==> src/rtl/core/advuuid_pkg.sv <==
// ----------------------------------------------------------------------------
// advuuid_pkg
// Shared types and constants of the 128-bit service UUID advertising filter.
// ----------------------------------------------------------------------------
`default_nettype none

package advuuid_pkg;

	localparam int unsigned BYTE_W    = 8;
	localparam int unsigned WORD_W    = 32;
	localparam int unsigned UUID_W    = 128;
	localparam int unsigned CFG_IDX_W = 8;
	localparam int unsigned IDX_W     = 5;
	localparam int unsigned PHASE_W   = 2;

	localparam logic [CFG_IDX_W-1:0] REG_UUID_WORD0 = 8'd0;
	localparam logic [CFG_IDX_W-1:0] REG_UUID_WORD1 = 8'd1;
	localparam logic [CFG_IDX_W-1:0] REG_UUID_WORD2 = 8'd2;
	localparam logic [CFG_IDX_W-1:0] REG_UUID_WORD3 = 8'd3;

	localparam logic [WORD_W-1:0] UUID_WORD0_RST = 32'h11964EA2;
	localparam logic [WORD_W-1:0] UUID_WORD1_RST = 32'hBDCEEC4F;
	localparam logic [WORD_W-1:0] UUID_WORD2_RST = 32'h302D40C8;
	localparam logic [WORD_W-1:0] UUID_WORD3_RST = 32'hBB3343AC;

	localparam logic [BYTE_W-1:0] AD_TYPE_UUID128_PART = 8'h06;
	localparam logic [BYTE_W-1:0] AD_TYPE_UUID128_FULL = 8'h07;

	localparam logic [PHASE_W-1:0] PHASE_LEN  = 2'd0;
	localparam logic [PHASE_W-1:0] PHASE_TYPE = 2'd1;
	localparam logic [PHASE_W-1:0] PHASE_BODY = 2'd2;

	typedef struct packed {
		logic valid;
		logic found;
	} result_t;

endpackage

`default_nettype wire

==> src/rtl/core/adv_uuid128_service_match.sv <==
// ----------------------------------------------------------------------------
// adv_uuid128_service_match
// Advertising payload filter that flags a configured 128-bit service UUID.
// ----------------------------------------------------------------------------
// The block takes one payload byte per beat, every cycle unless input stalls,
// and gives one service_found beat for each payload. A byte passes an input
// register and then the parser stage, which updates the field state; a verdict
// is held in the result register. Input only stalls when a last byte reaches
// the parser while the previous verdict still waits in the result register.
// The user must write configuration words while no payload is open; unchecked.
// ----------------------------------------------------------------------------
`default_nettype none

module adv_uuid128_service_match
	import advuuid_pkg::*;
(
	input  wire logic                 clk,
	input  wire logic                 arst_n,
	input  wire logic                 in_valid,
	output logic                      in_ready,
	input  wire logic [BYTE_W-1:0]    payload_byte,
	input  wire logic                 last_byte,
	output logic                      out_valid,
	input  wire logic                 out_ready,
	output logic                      service_found,
	input  wire logic                 cfg_valid,
	output logic                      cfg_ready,
	input  wire logic [CFG_IDX_W-1:0] cfg_index,
	input  wire logic [WORD_W-1:0]    cfg_data
);

	logic              valid_s1;
	logic [BYTE_W-1:0] byte_s1;
	logic              last_s1;
	logic              step;
	logic [UUID_W-1:0] uuid;
	result_t           result;

	assign cfg_ready = 1'b1;
	assign step      = valid_s1 && (!last_s1 || !out_valid || out_ready);
	assign in_ready  = !valid_s1 || step;

	always_ff @(posedge clk or negedge arst_n) begin
		if (!arst_n) begin
			valid_s1 <= 1'b0;
		end else if (in_ready) begin
			valid_s1 <= in_valid;
		end
	end

	always_ff @(posedge clk) begin
		if (in_ready && in_valid) begin
			byte_s1 <= payload_byte;
			last_s1 <= last_byte;
		end
	end

	advuuid_cfg_regs u_cfg (
		.clk       (clk),
		.arst_n    (arst_n),
		.cfg_valid (cfg_valid),
		.cfg_index (cfg_index),
		.cfg_data  (cfg_data),
		.uuid      (uuid)
	);

	advuuid_parser u_parser (
		.clk     (clk),
		.arst_n  (arst_n),
		.step    (step),
		.byte_s1 (byte_s1),
		.last_s1 (last_s1),
		.uuid    (uuid),
		.result  (result)
	);

	advuuid_out_reg u_out (
		.clk           (clk),
		.arst_n        (arst_n),
		.result        (result),
		.out_ready     (out_ready),
		.out_valid     (out_valid),
		.service_found (service_found)
	);

`ifndef NO_ASSERTIONS
	a_verdict_from_last: assert property (@(posedge clk) disable iff (!arst_n)
		$rose(out_valid) |-> $past(valid_s1 && last_s1))
		else $error("verdict appeared without a last byte in the parser stage");

	a_stall_only_on_full_out: assert property (@(posedge clk) disable iff (!arst_n)
		!in_ready |-> (valid_s1 && last_s1 && out_valid && !out_ready))
		else $error("input stalled without a waiting verdict");

	a_no_verdict_overwrite: assert property (@(posedge clk) disable iff (!arst_n)
		(out_valid && !out_ready) |-> !result.valid)
		else $error("new verdict would overwrite one not yet taken");
`endif

endmodule

`default_nettype wire

==> src/rtl/core/advuuid_cfg_regs.sv <==
// ----------------------------------------------------------------------------
// advuuid_cfg_regs
// Holds the four configuration words that make up the target 128-bit UUID.
// ----------------------------------------------------------------------------
`default_nettype none

module advuuid_cfg_regs
	import advuuid_pkg::*;
(
	input  wire logic                 clk,
	input  wire logic                 arst_n,
	input  wire logic                 cfg_valid,
	input  wire logic [CFG_IDX_W-1:0] cfg_index,
	input  wire logic [WORD_W-1:0]    cfg_data,
	output logic [UUID_W-1:0]         uuid
);

	logic [WORD_W-1:0] word0_q;
	logic [WORD_W-1:0] word1_q;
	logic [WORD_W-1:0] word2_q;
	logic [WORD_W-1:0] word3_q;

	always_ff @(posedge clk or negedge arst_n) begin
		if (!arst_n) begin
			word0_q <= UUID_WORD0_RST;
			word1_q <= UUID_WORD1_RST;
			word2_q <= UUID_WORD2_RST;
			word3_q <= UUID_WORD3_RST;
		end else if (cfg_valid) begin
			case (cfg_index)
				REG_UUID_WORD0: word0_q <= cfg_data;
				REG_UUID_WORD1: word1_q <= cfg_data;
				REG_UUID_WORD2: word2_q <= cfg_data;
				REG_UUID_WORD3: word3_q <= cfg_data;
				default: ;
			endcase
		end
	end

	assign uuid = {word3_q, word2_q, word1_q, word0_q};

endmodule

`default_nettype wire

==> src/rtl/core/advuuid_parser.sv <==
// ----------------------------------------------------------------------------
// advuuid_parser
// Walks the length-type-value fields one byte per beat and compares the first
// sixteen body bytes of each 128-bit UUID list field with the target UUID.
// ----------------------------------------------------------------------------
`default_nettype none

module advuuid_parser
	import advuuid_pkg::*;
(
	input  wire logic              clk,
	input  wire logic              arst_n,
	input  wire logic              step,
	input  wire logic [BYTE_W-1:0] byte_s1,
	input  wire logic              last_s1,
	input  wire logic [UUID_W-1:0] uuid,
	output result_t                result
);

	logic [PHASE_W-1:0] phase_q;
	logic [BYTE_W-1:0]  left_q;
	logic [IDX_W-1:0]   idx_q;
	logic               alive_q;
	logic               found_q;

	logic [PHASE_W-1:0] phase_d;
	logic [BYTE_W-1:0]  left_d;
	logic [IDX_W-1:0]   idx_d;
	logic               alive_d;
	logic               found_d;
	logic [BYTE_W-1:0]  left_dec;
	logic [BYTE_W-1:0]  uuid_byte;

	assign left_dec  = left_q - BYTE_W'(1);
	assign uuid_byte = uuid[{idx_q[IDX_W-2:0], 3'b000} +: BYTE_W];

	always_comb begin
		phase_d = phase_q;
		left_d  = left_q;
		idx_d   = idx_q;
		alive_d = alive_q;
		found_d = found_q;
		case (phase_q)
			PHASE_TYPE: begin
				left_d  = left_dec;
				alive_d = (byte_s1 == AD_TYPE_UUID128_PART) ||
					(byte_s1 == AD_TYPE_UUID128_FULL);
				idx_d   = '0;
				phase_d = (left_dec == '0) ? PHASE_LEN : PHASE_BODY;
			end
			PHASE_BODY: begin
				if (alive_q && !idx_q[IDX_W-1]) begin
					if (byte_s1 != uuid_byte) begin
						alive_d = 1'b0;
					end
					idx_d = idx_q + IDX_W'(1);
					if (idx_d[IDX_W-1] && alive_d) begin
						found_d = 1'b1;
					end
				end
				left_d = left_dec;
				if (left_dec == '0) begin
					phase_d = PHASE_LEN;
				end
			end
			default: begin
				if (byte_s1 != '0) begin
					left_d  = byte_s1;
					phase_d = PHASE_TYPE;
				end else begin
					phase_d = PHASE_LEN;
				end
			end
		endcase
	end

	always_ff @(posedge clk or negedge arst_n) begin
		if (!arst_n) begin
			phase_q <= PHASE_LEN;
			left_q  <= '0;
			idx_q   <= '0;
			alive_q <= 1'b0;
			found_q <= 1'b0;
		end else if (step) begin
			if (last_s1) begin
				phase_q <= PHASE_LEN;
				left_q  <= '0;
				idx_q   <= '0;
				alive_q <= 1'b0;
				found_q <= 1'b0;
			end else begin
				phase_q <= phase_d;
				left_q  <= left_d;
				idx_q   <= idx_d;
				alive_q <= alive_d;
				found_q <= found_d;
			end
		end
	end

	assign result.valid = step && last_s1;
	assign result.found = found_d;

endmodule

`default_nettype wire

==> src/rtl/core/advuuid_out_reg.sv <==
// ----------------------------------------------------------------------------
// advuuid_out_reg
// Result register that holds one finished verdict until it is taken.
// ----------------------------------------------------------------------------
`default_nettype none

module advuuid_out_reg
	import advuuid_pkg::*;
(
	input  wire logic    clk,
	input  wire logic    arst_n,
	input  wire result_t result,
	input  wire logic    out_ready,
	output logic         out_valid,
	output logic         service_found
);

	logic valid_q;
	logic found_q;

	always_ff @(posedge clk or negedge arst_n) begin
		if (!arst_n) begin
			valid_q <= 1'b0;
		end else if (result.valid) begin
			valid_q <= 1'b1;
		end else if (out_ready) begin
			valid_q <= 1'b0;
		end
	end

	always_ff @(posedge clk) begin
		if (result.valid) begin
			found_q <= result.found;
		end
	end

	assign out_valid     = valid_q;
	assign service_found = found_q;

endmodule

`default_nettype wire
==> config.mk <==
export PLATFORM = sky130hd
export DESIGN_NAME = adv_uuid128_service_match
export DESIGN_NICKNAME = d
export VERILOG_FILES = /design/src/rtl/core/advuuid_pkg.sv /design/src/rtl/core/adv_uuid128_service_match.sv /design/src/rtl/core/advuuid_cfg_regs.sv /design/src/rtl/core/advuuid_parser.sv /design/src/rtl/core/advuuid_out_reg.sv
export SDC_FILE = /design/constraint.sdc
export NUM_CORES = 1
export LEC_CHECK = 0
export ABC_CLOCK_PERIOD_IN_PS = 7000
export BUFFER_PORTS_ARGS = -buffer_cell sky130_fd_sc_hd__buf_2
export CORE_ASPECT_RATIO = 0.9
export CORE_MARGIN = 3
export CORE_UTILIZATION = 65
export CTS_CLUSTER_DIAMETER = 80
export DETAILED_ROUTE_END_ITERATION = 8
export PLACE_DENSITY = 0.95
export SKIP_CTS_REPAIR_TIMING = 1
export SLEW_MARGIN = 10
export SYNTH_ARGS = -nofsm -noshare
export SYNTH_HDL_FRONTEND = slang
export SYNTH_SLANG_ARGS = --single-unit
export TNS_END_PERCENT = 1
==> constraint.sdc <==
create_clock -name clk -period 7 [get_ports clk]
set_input_delay 0.7 -clock clk [delete_from_list [all_inputs] [get_ports clk]]
set_output_delay 0.7 -clock clk [all_outputs]
set_load 0.01 [all_outputs]
* Word level (Yosys, flattened, before mapping)
Cells that the tools add are included.
** Storage, ports and cells
- Output and inout port bits :: 4
- Register bits after elaboration :: 157
- Bits of input ports :: 54
- Logic and storage cells :: 77
** Cells by class
- Reduce and logical (&&, ||, !) cells :: 27
- Muxes and demuxes :: 23
- Eq/ne operators :: 10
- $add $sub $neg :: 2
- Shift operators :: 1
** Operators with widths (count)
- 128-bit by 8-bit indexed part select with 8-bit output :: 1
- 8-bit 2-to-1 mux :: 3
- 8-bit by 2-bit equality test with 1-bit output, second input constant :: 2
- 8-bit by 3-bit equality test with 1-bit output, second input constant :: 2
- 8-bit logical NOT :: 2
- 1-bit 2-to-1 mux :: 12
- 2-bit AND reduction :: 6
- 5-bit 2-to-1 mux :: 2
- 5-bit case mux with 2 select lines :: 1
- 8-bit by 1-bit equality test with 1-bit output, second input constant :: 1
- 8-bit != test :: 1
- 8-bit nonzero test :: 1
- 8-bit by 1-bit subtractor with 8-bit output, second input constant :: 1
- 2-bit 2-to-1 mux :: 3
- 3-bit by 2-bit != test with 1-bit output, second input constant :: 2
- 3-bit nonzero test :: 2
- 5-bit by 1-bit adder with 5-bit output, second input constant :: 1
- 1-bit logical AND :: 5
- 1-bit logical NOT :: 4
- 1-bit logical OR :: 4
- 2-bit case mux with 2 select lines :: 1
- 3-bit AND reduction :: 1
- 2-bit by 1-bit equality test with 1-bit output, second input constant :: 1
- 2-bit equality test, second input constant :: 1
- 3 further kinds :: 3

* Longest topological paths before layout
- Depth in word-level cells :: 10
- Mapped depth :: 11
- Mapped depth without buffers :: 9

* Hierarchy
From an unflattened synthesis, not the netlist that was laid out.
** Second synthesis, totals
- Cells, all modules :: 549
- Area total of the unflattened synthesis :: 7656.1 um^2
** Modules (own cells, without submodules)
- advuuid_cfg_regs :: area an instance 4849.7 um^2, instances 1, seq. area each 3279.4 um^2, cells each 275
- advuuid_parser :: area an instance 2383.5 um^2, instances 1, seq. area each 425.4 um^2, cells each 253
- adv_uuid128_service_match :: area an instance 356.6 um^2, instances 1, seq. area each 295.3 um^2, cells each 17
- advuuid_out_reg :: area an instance 66.3 um^2, instances 1, seq. area each 55.1 um^2, cells each 4

* Least setup slack after synthesis
Ideal clock, no wire load.
- Path kind :: input to register
- From :: in cfg_index[4]
- To :: reg u_cfg.word0_q[12]
- Stages on the path :: 5
- Setup slack :: 4.121 ns
- Path buffers :: 1
- Library setup time :: 0.125 ns
- Arrival :: 2.754 ns
- Data required time :: 6.875 ns
- Path through :: or4b_2 -> nor4_1 -> nor3b_1 -> buf_2 -> mux2_2
** Between the ends
- Word-level cells in the longest chain between the ends :: 2
** Ends and longest elaborated chain
- from (decl) :: RTL line adv_uuid128_service_match.sv:28 : input wire logic [CFG_IDX_W-1:0] cfg_index,
- 8-bit logical NOT :: RTL line advuuid_cfg_regs.sv:30 : case (cfg_index)
- 2-bit AND reduction (no line)
- to (signal assigned) :: RTL line advuuid_cfg_regs.sv:31 : REG_UUID_WORD0: word0_q <= cfg_data;
- to (decl) :: RTL line advuuid_cfg_regs.sv:18 : logic [WORD_W-1:0] word0_q;
Every way passes these cells.
A chain may end at the register's enable or synchronous reset.

* Final worst setup path
- From :: reg u_parser.idx_q[1]
- To :: reg u_parser.alive_q
** Between the ends
- Word-level cells in the longest chain between the ends :: 8
** Ends and longest elaborated chain
- from (decl) :: RTL line advuuid_parser.sv:22 : logic [IDX_W-1:0] idx_q;
- from (signal assigned) :: RTL line advuuid_parser.sv:94 : idx_q <= idx_d;
- 128-bit by 8-bit indexed part select with 8-bit output :: RTL line advuuid_parser.sv:35 : assign uuid_byte = uuid[{idx_q[IDX_W-2:0], 3'b000} +: BYTE_W];
- 8-bit != test :: RTL line advuuid_parser.sv:53 : if (byte_s1 != uuid_byte) begin
- 1-bit 2-to-1 mux :: RTL line advuuid_parser.sv:53
- 1-bit 2-to-1 mux :: RTL line advuuid_parser.sv:52 : if (alive_q && !idx_q[IDX_W-1]) begin
- 1-bit 2-to-1 mux :: RTL line advuuid_parser.sv:43 : case (phase_q)
- 1-bit 2-to-1 mux :: RTL line advuuid_parser.sv:52
- 1-bit case mux with 2 select lines :: RTL line advuuid_parser.sv:43
- 1-bit 2-to-1 mux :: RTL line advuuid_parser.sv:85 : if (last_s1) begin
- to (signal assigned) :: RTL line advuuid_parser.sv:95 : alive_q <= alive_d;
- to (decl) :: RTL line advuuid_parser.sv:23 : logic alive_q;
Every way passes these cells. The select of a mux whose other input is x is not followed.

==> results.md <==
* Outcome: finished clean
* Synth Cell Area at 7680 um2
* DRC Markers at 0
* Die area at 13200 um2
* Worst Hold Class: input pin to async pin
* Startpoint Class: flop
* Worst reg2reg path startpoint: u_parser.idx_q[1]$_DFFE_PN0P_
* R2R Setup Slk at 3.59 ns
* Asr flop ratio synth at 0.936
* Final Slew Violations at 0
* Final setup fails at 0
* Max-cap viol count at 0
* Post-synth EDFFs at 10
* Clock Path Buffers at 2
* First-pass GRT wire length at 27100 um
* # rows at 37
* RSZ-0062 raised after global routing: false
* Worst-Skew Late Latency at 0.43 ns
* Share of layout cells above drive strength 1 at 0.509
* WL final at 16500 um
* Part of the cycle the worst path needs at 0.487
* GPL Wtd Cong at 0.936
* Design area at 8630 um2
* R2r worst-path depth at 8
* DP Wirelength at 10900 um
* Worst Setup Path Type: flop to flop
* Crit path max-delay cell type: dfrtp_2
* P&R area growth vs syn at 12.4%
* Num Clock Sinks at 157
* Top achievable clock speed at 0.293 GHz
* Slew @ Worst Pin at 1.16 ns
* CTS tree: yes
* WP buf/inv at 1
* Sequential fraction of the synthesis area at 0.528
* Htree depth at 4
* Yosys cell types at 60
* Critical-path maximum fanout at 30
* Initial Util at 0.669
* Crit end category: flop
* Clock Skew at 0.00978 ns
* Initial DRT Pass Iterations at 5
* Core area at 11500 um2
* Delay of the slowest critical-path stage at 0.76 ns
* Setup TNS at 0 ns
* Yosys warning count at 0
* WP data arrival at 3.74 ns
* Leak at 3.79 nW
* Post-DRT Antenna Nets at 0
* Initial antenna violation count at 0
* Final hold vios at 0
* Wire per inst at 21.1 um
* Ant diodes at 0
* Crit. path cell count at 8
* Clk slew on worst S/H paths at 0.06 ns
* Vias per Instance at 6.45
* Crit path time final at 3.41 ns
* CTS root buf: clkbuf_16
* Synthesized Nets at 623
* Main flop type after synthesis: dfrtp_1
* Number of CTS-inserted buffers at 17
* PD cells at 262 nW/um2
* Worst path required time at 7.33 ns
* Vias at 5039
* Family with the most delay on the worst path: flip-flops
* DP Area at 8040 um2
* DRT iter0 DRCs at 358
* # port buffers at 56
* Height of the die at 109 um
* Cells along the critical path: buf_4, mux4_2, mux2i_1, xnor2_1, or4b_4, a22oi_2, nand2_1, o41ai_2
* I/O pin total at 58
* Layout Utilization at 0.751
* Largest net degree at the start of global routing at 90
* Syn avg cell area at 13.6 um2
* GR Overflow Total at 0
* Die W at 121 um
* NumNets Final at 671
* Vias in the first global route at 5284
* GRT Overall Usage at 0.269
* #FFs+latches synth at 157
* Critical Path End: u_parser.alive_q$_DFFE_PN0P_
* Relative slew slack at 0.226
* Layout filler cell count at 708
* VDD IR max at 0.224 mV
* Worst r2r dst: u_parser.alive_q$_DFFE_PN0P_
* Synthesized instance count at 564
* CP startpoint: u_parser.idx_q[1]$_DFFE_PN0P_
metrics by stage:
step	cells	setup WS (ns)	hold slack, ns	total power, mW
finish	781	3.59	0.224	2.26
global route	781	3.38	0.256	2.36
CTS	781	3.59	0.235	2.27
detailed placement	749	3.60	0.489	1.35
global placement	749	3.66	0.482	1.33
floorplan	564	4.12	0.404	1.25
layer usage:
metal  wire length [um]  vias up  GRT usage  part of all wire
li1                   -     2212          -                 -
met1               6780     2560      0.335              0.41
met2               7970      205      0.436              0.48
met3               1160       62     0.0882             0.070
met4                579        0      0.118             0.035
met5                  0        -          0                 0
worst min path at each step:
stage / start / endpoint / slack [ns] / cells past startpoint
after CTS: arst_n / u_cfg.word2_q[31]$_DFFE_PN0P_ / 0.23 / 1
final: arst_n / u_cfg.word1_q[20]$_DFFE_PN0P_ / 0.22 / 1
after detailed placement: u_cfg.word3_q[22]$_DFFE_PN0P_ / u_cfg.word3_q[22]$_DFFE_PN0P_ / 0.49 / 1
after global routing: arst_n / u_cfg.word2_q[31]$_DFFE_PN0P_ / 0.26 / 1
after floorplan: arst_n / u_cfg.word0_q[0]$_DFFE_PN0P_ / 0.40 / 0
after global placement: u_cfg.word3_q[1]$_DFFE_PN0P_ / u_cfg.word3_q[1]$_DFFE_PN0P_ / 0.48 / 1
synthesized netlist by cell type (all sizes together) (13+ instances only):
cell type | count | area, um2
mux2 | 137 | 1540
dfrtp | 86 | 2150
buf | 13 | 96.3
nand2 | 15 | 56.3
mux4 | 18 | 420
dfstp | 61 | 1600
nor2 | 16 | 60.1
o21ai | 22 | 110
clkbuf | 20 | 75.1
mux2i | 31 | 310
a21oi | 15 | 75.1
layout make-up:
cell class / count / area (um2) / share of cell area
Multi-Input combinational cell: 365 / 3420 / 0.397
Sequential cell: 157 / 4060 / 0.470
Tap cell: 156 / 195 / 0.0226
Inverter: 9 / 33.8 / 0.00392
Clock buffer: 18 / 439 / 0.0509
Clock inverter: 14 / 149 / 0.0173
Timing Repair Buffer: 62 / 332 / 0.0384
cell families (layout without fill, tap and decap cells):
logic type,after synthesis,in the layout,synth area share
compound gates,74,74,0.0665
xor+xnor,6,6,0.00684
fa+ha+maj,5,5,0.00815
buf+inv,42,103,0.0267
flops,157,157,0.528
mux,186,186,0.296
other cells,1,1,0.000488
simple gates,93,93,0.0670
state kept, by name, indices dropped and copies added, names as in the netlist:
signal	cells
u_parser.alive_q	1
last_s1	1
byte_s1	8
u_parser.phase_q	2
u_parser.found_q	1
u_parser.idx_q	5
u_cfg.word1_q	32
u_cfg.word3_q	32
u_out.out_valid	1
valid_s1	1
u_out.service_found	1
u_parser.left_q	8
u_cfg.word0_q	32
u_cfg.word2_q	32
where the power goes:
part	switching, mW	leakage, nW	internal [mW]
Clock	0.401	0.290	0.513
Combinational	0.167	1.60	0.131
Sequential	0.0582	1.90	0.993
layout by cell type, fill, tap and decap left out, drive strengths merged, types with 5 or more instances in the layout:
master  count
o21ai      22
dfstp      61
nand3       6
or3         5
nand4       6
edfxtp     10
nor3       10
nor2b       8
clkbuf     18
ha          5
buf        62
nand2b      5
a22oi      10
nand2      15
nor2       16
a21oi      15
inv        17
mux2      137
mux4       18
mux2i      31
dfrtp      86
Power figures use the tool's default switching activity.
